[config.mk]
export PLATFORM = sky130hd
export DESIGN_NAME = eatrm_cordic
export DESIGN_NICKNAME = d
export VERILOG_FILES = /design/src/rtl/eatrm_pkg.sv /design/src/rtl/eatrm_cordic.sv
export SDC_FILE = /design/constraint.sdc
export NUM_CORES = 2
export LEC_CHECK = 0
export BUFFER_PORTS_ARGS = -buffer_cell sky130_fd_sc_hd__buf_2
export CAP_MARGIN = 30
export CORE_MARGIN = 1
export CORE_UTILIZATION = 47
export CTS_CLUSTER_SIZE = 20
export DETAILED_ROUTE_END_ITERATION = 8
export HOLD_SLACK_MARGIN = 0.08
export PLACE_DENSITY = 0.72
export SLEW_MARGIN = 5
export SYNTH_ARGS = -nofsm -noshare
export SYNTH_HDL_FRONTEND = slang
export SYNTH_SLANG_ARGS = --single-unit
[constraint.sdc]
create_clock -name clk -period 6.74 [get_ports clk]
set_input_delay 1.011 -clock clk [delete_from_list [all_inputs] [get_ports clk]]
set_output_delay 1.011 -clock clk [all_outputs]
set_load 0.01 [all_outputs]
[src/rtl/eatrm_pkg.sv]
// ----------------------------------------------------------------------------
// eatrm_pkg
// Types, constants and helpers shared by the Euler angle to DCM unit.
// ----------------------------------------------------------------------------
package eatrm_pkg;

  localparam int ITER_COUNT = 18;
  localparam int XY_W       = 32;  // CORDIC x/y, Q30
  localparam int Z_W        = 26;  // CORDIC residual angle, 2^24 per turn
  localparam int TRIG_W     = 26;  // sine/cosine, Q24
  localparam int MIX_W      = 28;  // rounded double product, Q24
  localparam int SUM_W      = 56;  // entry sum, Q48

  localparam logic signed [XY_W-1:0] CORDIC_GAIN = 32'sd652032874;

  typedef struct packed {
    logic signed [15:0] roll_angle;
    logic signed [15:0] pitch_angle;
    logic signed [15:0] yaw_angle;
  } in_t;

  typedef struct packed {
    logic signed [15:0] m00;
    logic signed [15:0] m01;
    logic signed [15:0] m02;
    logic signed [15:0] m10;
    logic signed [15:0] m11;
    logic signed [15:0] m12;
    logic signed [15:0] m20;
    logic signed [15:0] m21;
    logic signed [15:0] m22;
  } out_t;

  typedef struct packed {
    logic signed [TRIG_W-1:0] cos_q24;
    logic signed [TRIG_W-1:0] sin_q24;
  } trig_t;

  // atan(2^-i) in 2^24 units per turn
  function automatic logic signed [Z_W-1:0] atan_q24(input int i);
    logic signed [Z_W-1:0] r;
    case (i)
      0:       r = 26'sd2097152;
      1:       r = 26'sd1238021;
      2:       r = 26'sd654136;
      3:       r = 26'sd332050;
      4:       r = 26'sd166669;
      5:       r = 26'sd83416;
      6:       r = 26'sd41718;
      7:       r = 26'sd20860;
      8:       r = 26'sd10430;
      9:       r = 26'sd5215;
      10:      r = 26'sd2608;
      11:      r = 26'sd1304;
      12:      r = 26'sd652;
      13:      r = 26'sd326;
      14:      r = 26'sd163;
      15:      r = 26'sd81;
      16:      r = 26'sd41;
      17:      r = 26'sd20;
      default: r = '0;
    endcase
    return r;
  endfunction

  // Q48 to Q14, round half up, saturate to +/- 1.0
  function automatic logic signed [15:0] to_q14(input logic signed [SUM_W-1:0] v);
    logic signed [SUM_W-1:0] r;
    logic signed [15:0]      q;
    r = (v + (SUM_W'(1) <<< 33)) >>> 34;
    if (r > SUM_W'(16384))
      q = 16'sd16384;
    else if (r < -SUM_W'(16384))
      q = -16'sd16384;
    else
      q = r[15:0];
    return q;
  endfunction

endpackage

[src/rtl/eatrm_cordic.sv]
// ----------------------------------------------------------------------------
// eatrm_cordic
// Rotation-mode CORDIC, one register stage per iteration plus rounding stage.
// ----------------------------------------------------------------------------
module eatrm_cordic (
  input  logic                clk,
  input  logic signed [15:0]  angle,
  output eatrm_pkg::trig_t    trig
);

  localparam int N  = eatrm_pkg::ITER_COUNT;
  localparam int XW = eatrm_pkg::XY_W;
  localparam int ZW = eatrm_pkg::Z_W;
  localparam int TW = eatrm_pkg::TRIG_W;

  logic signed [XW-1:0] xs [N];
  logic signed [XW-1:0] ys [N];
  logic signed [ZW-1:0] zs [N];
  logic                 flp [N];

  // quadrant fold: outside +/- pi/2 shift by pi and negate later
  logic                 fold;
  logic signed [15:0]   a_red;
  assign fold  = angle[15] ^ angle[14];
  assign a_red = {angle[15] ^ fold, angle[14:0]};

  genvar i;
  generate
    for (i = 0; i < N; i++) begin : g_stage
      logic signed [XW-1:0] x_in, y_in;
      logic signed [ZW-1:0] z_in;
      logic                 f_in;
      if (i == 0) begin : g_first
        assign x_in = eatrm_pkg::CORDIC_GAIN;
        assign y_in = '0;
        assign z_in = ZW'(a_red) <<< 8;
        assign f_in = fold;
      end else begin : g_next
        assign x_in = xs[i-1];
        assign y_in = ys[i-1];
        assign z_in = zs[i-1];
        assign f_in = flp[i-1];
      end
      always_ff @(posedge clk) begin
        if (!z_in[ZW-1]) begin
          xs[i] <= x_in - (y_in >>> i);
          ys[i] <= y_in + (x_in >>> i);
          zs[i] <= z_in - eatrm_pkg::atan_q24(i);
        end else begin
          xs[i] <= x_in + (y_in >>> i);
          ys[i] <= y_in - (x_in >>> i);
          zs[i] <= z_in + eatrm_pkg::atan_q24(i);
        end
        flp[i] <= f_in;
      end
    end
  endgenerate

  // Q30 to Q24 with rounding, then undo the fold
  logic signed [XW-1:0] xr, yr;
  assign xr = (xs[N-1] + XW'(32)) >>> 6;
  assign yr = (ys[N-1] + XW'(32)) >>> 6;

  always_ff @(posedge clk) begin
    if (flp[N-1]) begin
      trig.cos_q24 <= -xr[TW-1:0];
      trig.sin_q24 <= -yr[TW-1:0];
    end else begin
      trig.cos_q24 <= xr[TW-1:0];
      trig.sin_q24 <= yr[TW-1:0];
    end
  end

endmodule

==> out/metrics.cfg <==
[sta]
slew_viol_final = 0
holdWs_ns = 0.283
worst_clock_skew_ns = 0.0763
fin_crit_ns = 5.18
timing.max_slew.rel_slack_pct = 32.8
worst_slew_pin_slew_ns = 1.00
finalHoldViolCount = 0
setup_viol = 0
fin_crit_sh_pct = 76.9
setup_tns_ns = 0
rsz_0062_raised_after_global_routing = false
fmaxAchievable_mhz = 193

[yosys]
count_leader_synth = sky130_fd_sc_hd__dfxtp_1
number_of_register_bits_inferred_by_synthesis = 1511
postSynthAreaPerCell_um2 = 8.54
synth_cell_types = 117
synth.largest_area_cell = sky130_fd_sc_hd__dfxtp_1
async_reset_ff_share_pct = 0
synth_top_cells_by_count = sky130_fd_sc_hd__dfxtp_1 (1511), sky130_fd_sc_hd__ha_1 (1506), sky130_fd_sc_hd__a21oi_1 (1468)
yosys_warnings = 0
syn-num-nets = 14600
synth.top_cells.by_area = sky130_fd_sc_hd__dfxtp_1 (27%), sky130_fd_sc_hd__ha_1 (17%), sky130_fd_sc_hd__xnor2_1 (9.8%), sky130_fd_sc_hd__a21oi_1 (6.6%), sky130_fd_sc_hd__xor2_1 (5.3%)
syn-cell-area_mm2 = 0.111
yosys_most_used_dff = sky130_fd_sc_hd__dfxtp_1
seq_area_frac_synth_pct = 27.2
synth_cells = 13000
synth-edff-count = 0
synth_top_cell_area_share_pct = 27.2

[critical_path]
crit_path_cell_trace = inv_1, ha_1, nand2b_1, or4_1, or3_1, or2_2, nor3_1, a21oi_1, xnor2_1, ha_1, a21oi_1, nand2_1, a21oi_1, nor3b_1, a311oi_1, o21ai_1, a21boi_1, o311a_1, a21o_1, a21oi_1, xnor2_1
crit_start = xs[2][5]$_DFF_P_
cp.buffers_inverters = 1
timing.critical_path.slowest_cell_delay_ns = 0.50
crit_path_top_delay_cell = sky130_fd_sc_hd__or4_1
reg2reg_from = xs[2][5]$_DFF_P_
cpLargestDelayFamily = simple AND/OR/NAND/NOR gates
critical_path.startpoint_type = flip-flop
critical_path.most_common_cell = sky130_fd_sc_hd__a21oi_1
timing.critical_path.to_type = flip-flop
critical_path_peak_fanout = 5
critical_path_class = reg2reg
arrival_ns = 5.90
required_ns = 7.46

[floorplanning]
overall_die_area_mm2 = 0.238
ioPinCount = 69
die-height_um = 488
initial_utilization_pct = 47.2
core_mm2 = 0.235
placement_rows = 178
die_w_um = 488

[clock_network]
post_cts.resized_instances = 0
clock_latency_ns = 0.84
post-cts-setup-buffers = 0
htree_levels = 4
clock_path_buffers = 3
clk_root_buf = sky130_fd_sc_hd__clkbuf_16
tritoncts = done
cts_hold_repair.buffers = 0
numCtsBuffers = 168
worst_setup_hold_path_clk_slew_ns = 0.06
cts_sinks = 1511

[global_route]
gr-usage-all-layers_pct = 22.0
grt_max_degree = 66
grt_first_pass_wirelength_mm = 440
first_global_vias = 86900
overflow = 0
grt_antenna_before_repair = 8

[detailed_routing]
detail_route.first_pass.iterations = 6
wl_met2_mm = 126
total_vias_in_the_final_route = 91500
detail_route.vias_per_cell = 5.59
detail_route.iter0.violations = 5851
remaining_antenna_violation_count_after_routing = 0
highest_layer = met5
wl_met3_mm = 10.7
routed_wl_mm = 269
routed_wire_length_per_instance_um = 16.4
drc = 0
wl_met1_mm = 122

[layout]
area_delta_synth_final_pct = 8.77
multi_input_comb_area_mm2 = 0.0779
finalNetCount = 14700
post-route-cell-area_mm2 = 0.121
filler_cell_count = 22100
final_layout_size_suffix_gt1_share_pct = 4.64
area_of_all_sequential_standard_cells_mm2 = 0.0303

[placed_design]
dpl.hpwl_mm = 214
placed_cell_area_mm2 = 0.115
buffer_ports.inserted = 68
place_congestion = 0.923

[run_status]
status = finished clean

[worst_hold_path]
min-delay-path-class = in2reg
holdCritStartpoint = angle[12]

[job]
cap_violations = 0

## final timing paths
path	endpoint	slack, ns	cells past startpoint
worst max-delay path	ys[5][31]$_DFF_P_	1.56	21
worst min-delay path	zs[0][20]$_DFF_P_	0.28	1
worst max register to register	ys[5][31]$_DFF_P_	1.56	21
worst min register to register	flp[14]$_DFF_P_	0.32	0
## placed cells by master, fill, tap and decap left out, types with 46 or more instances in the layout
cell / netlist / routed
sky130_fd_sc_hd__nand2b_1: 185 / 185
sky130_fd_sc_hd__clkbuf_16: 0 / 170
sky130_fd_sc_hd__nor3b_1: 46 / 46
sky130_fd_sc_hd__and2_1: 68 / 68
sky130_fd_sc_hd__mux2i_1: 59 / 59
sky130_fd_sc_hd__xnor2_1: 1244 / 1244
sky130_fd_sc_hd__o21ai_0: 566 / 566
sky130_fd_sc_hd__nor3_1: 375 / 375
sky130_fd_sc_hd__dfxtp_1: 1511 / 1496
sky130_fd_sc_hd__inv_1: 576 / 576
sky130_fd_sc_hd__fa_1: 47 / 47
sky130_fd_sc_hd__a21oi_1: 1468 / 1468
sky130_fd_sc_hd__a21o_1: 503 / 503
sky130_fd_sc_hd__and3_1: 103 / 103
sky130_fd_sc_hd__o211ai_1: 49 / 49
sky130_fd_sc_hd__a211oi_1: 103 / 103
sky130_fd_sc_hd__o21a_1: 226 / 226
sky130_fd_sc_hd__a31oi_1: 139 / 139
sky130_fd_sc_hd__o31ai_1: 59 / 59
sky130_fd_sc_hd__nor2_1: 1115 / 1115
sky130_fd_sc_hd__nand4_1: 91 / 91
sky130_fd_sc_hd__or3_1: 75 / 75
sky130_fd_sc_hd__nor2b_1: 172 / 172
sky130_fd_sc_hd__nand3_1: 230 / 230
sky130_fd_sc_hd__o21bai_1: 153 / 153
sky130_fd_sc_hd__xor2_1: 669 / 669
sky130_fd_sc_hd__nand2_1: 649 / 649
sky130_fd_sc_hd__ha_1: 1506 / 1506
sky130_fd_sc_hd__nor4_1: 77 / 77
sky130_fd_sc_hd__mux2_2: 55 / 55
sky130_fd_sc_hd__buf_2: 8 / 70
## kinds of logic after synthesis
logic type | synth area share [%]
XOR/XNOR | 15.1
multiplexers | 1.10
AO/OA/AOI/OAI | 21.4
adder cells (fa/ha/maj) | 17.8
AND/OR/NAND/NOR | 14.7
flip-flops | 27.2
buffers and inverters | 2.65
## layout make-up
cell class / instances / share of cell area (%)
multi-input cells: 10700 / 64.5
flip-flops and latches: 1511 / 25.1
clock buffers: 226 / 3.91
well taps: 3150 / 3.26
inverters: 579 / 1.80
clock inverters: 79 / 0.956
repair buffers: 106 / 0.546
diodes: 4 / 0.00828
## metal layers
| layer | vias up | track usage, % |
|---|---|---|
| li1 | 46800 | - |
| met1 | 42400 | 28.1 |
| met2 | 1842 | 38.3 |
| met3 | 506 | 2.51 |
| met4 | 8 | 7.49 |
| met5 | - | 0 |
## registers in the layout, indices dropped and copies added (netlist names)
name and flops:
ys 540, xs 515, zs 386, flp 18, trig 52
## metrics by stage
stage	util [%]	std cells	setup slack [ns]
finish	51.4	16400	1.56
global route	51.4	16400	1.07
CTS	51.3	16400	1.58
detailed placement	48.8	16100	1.62
global placement	48.8	16100	1.56
floorplan	-	13000	2.21
Power is not shown: default switching activity piles up to over one toggle a cycle in this logic, so the estimate is an artifact.
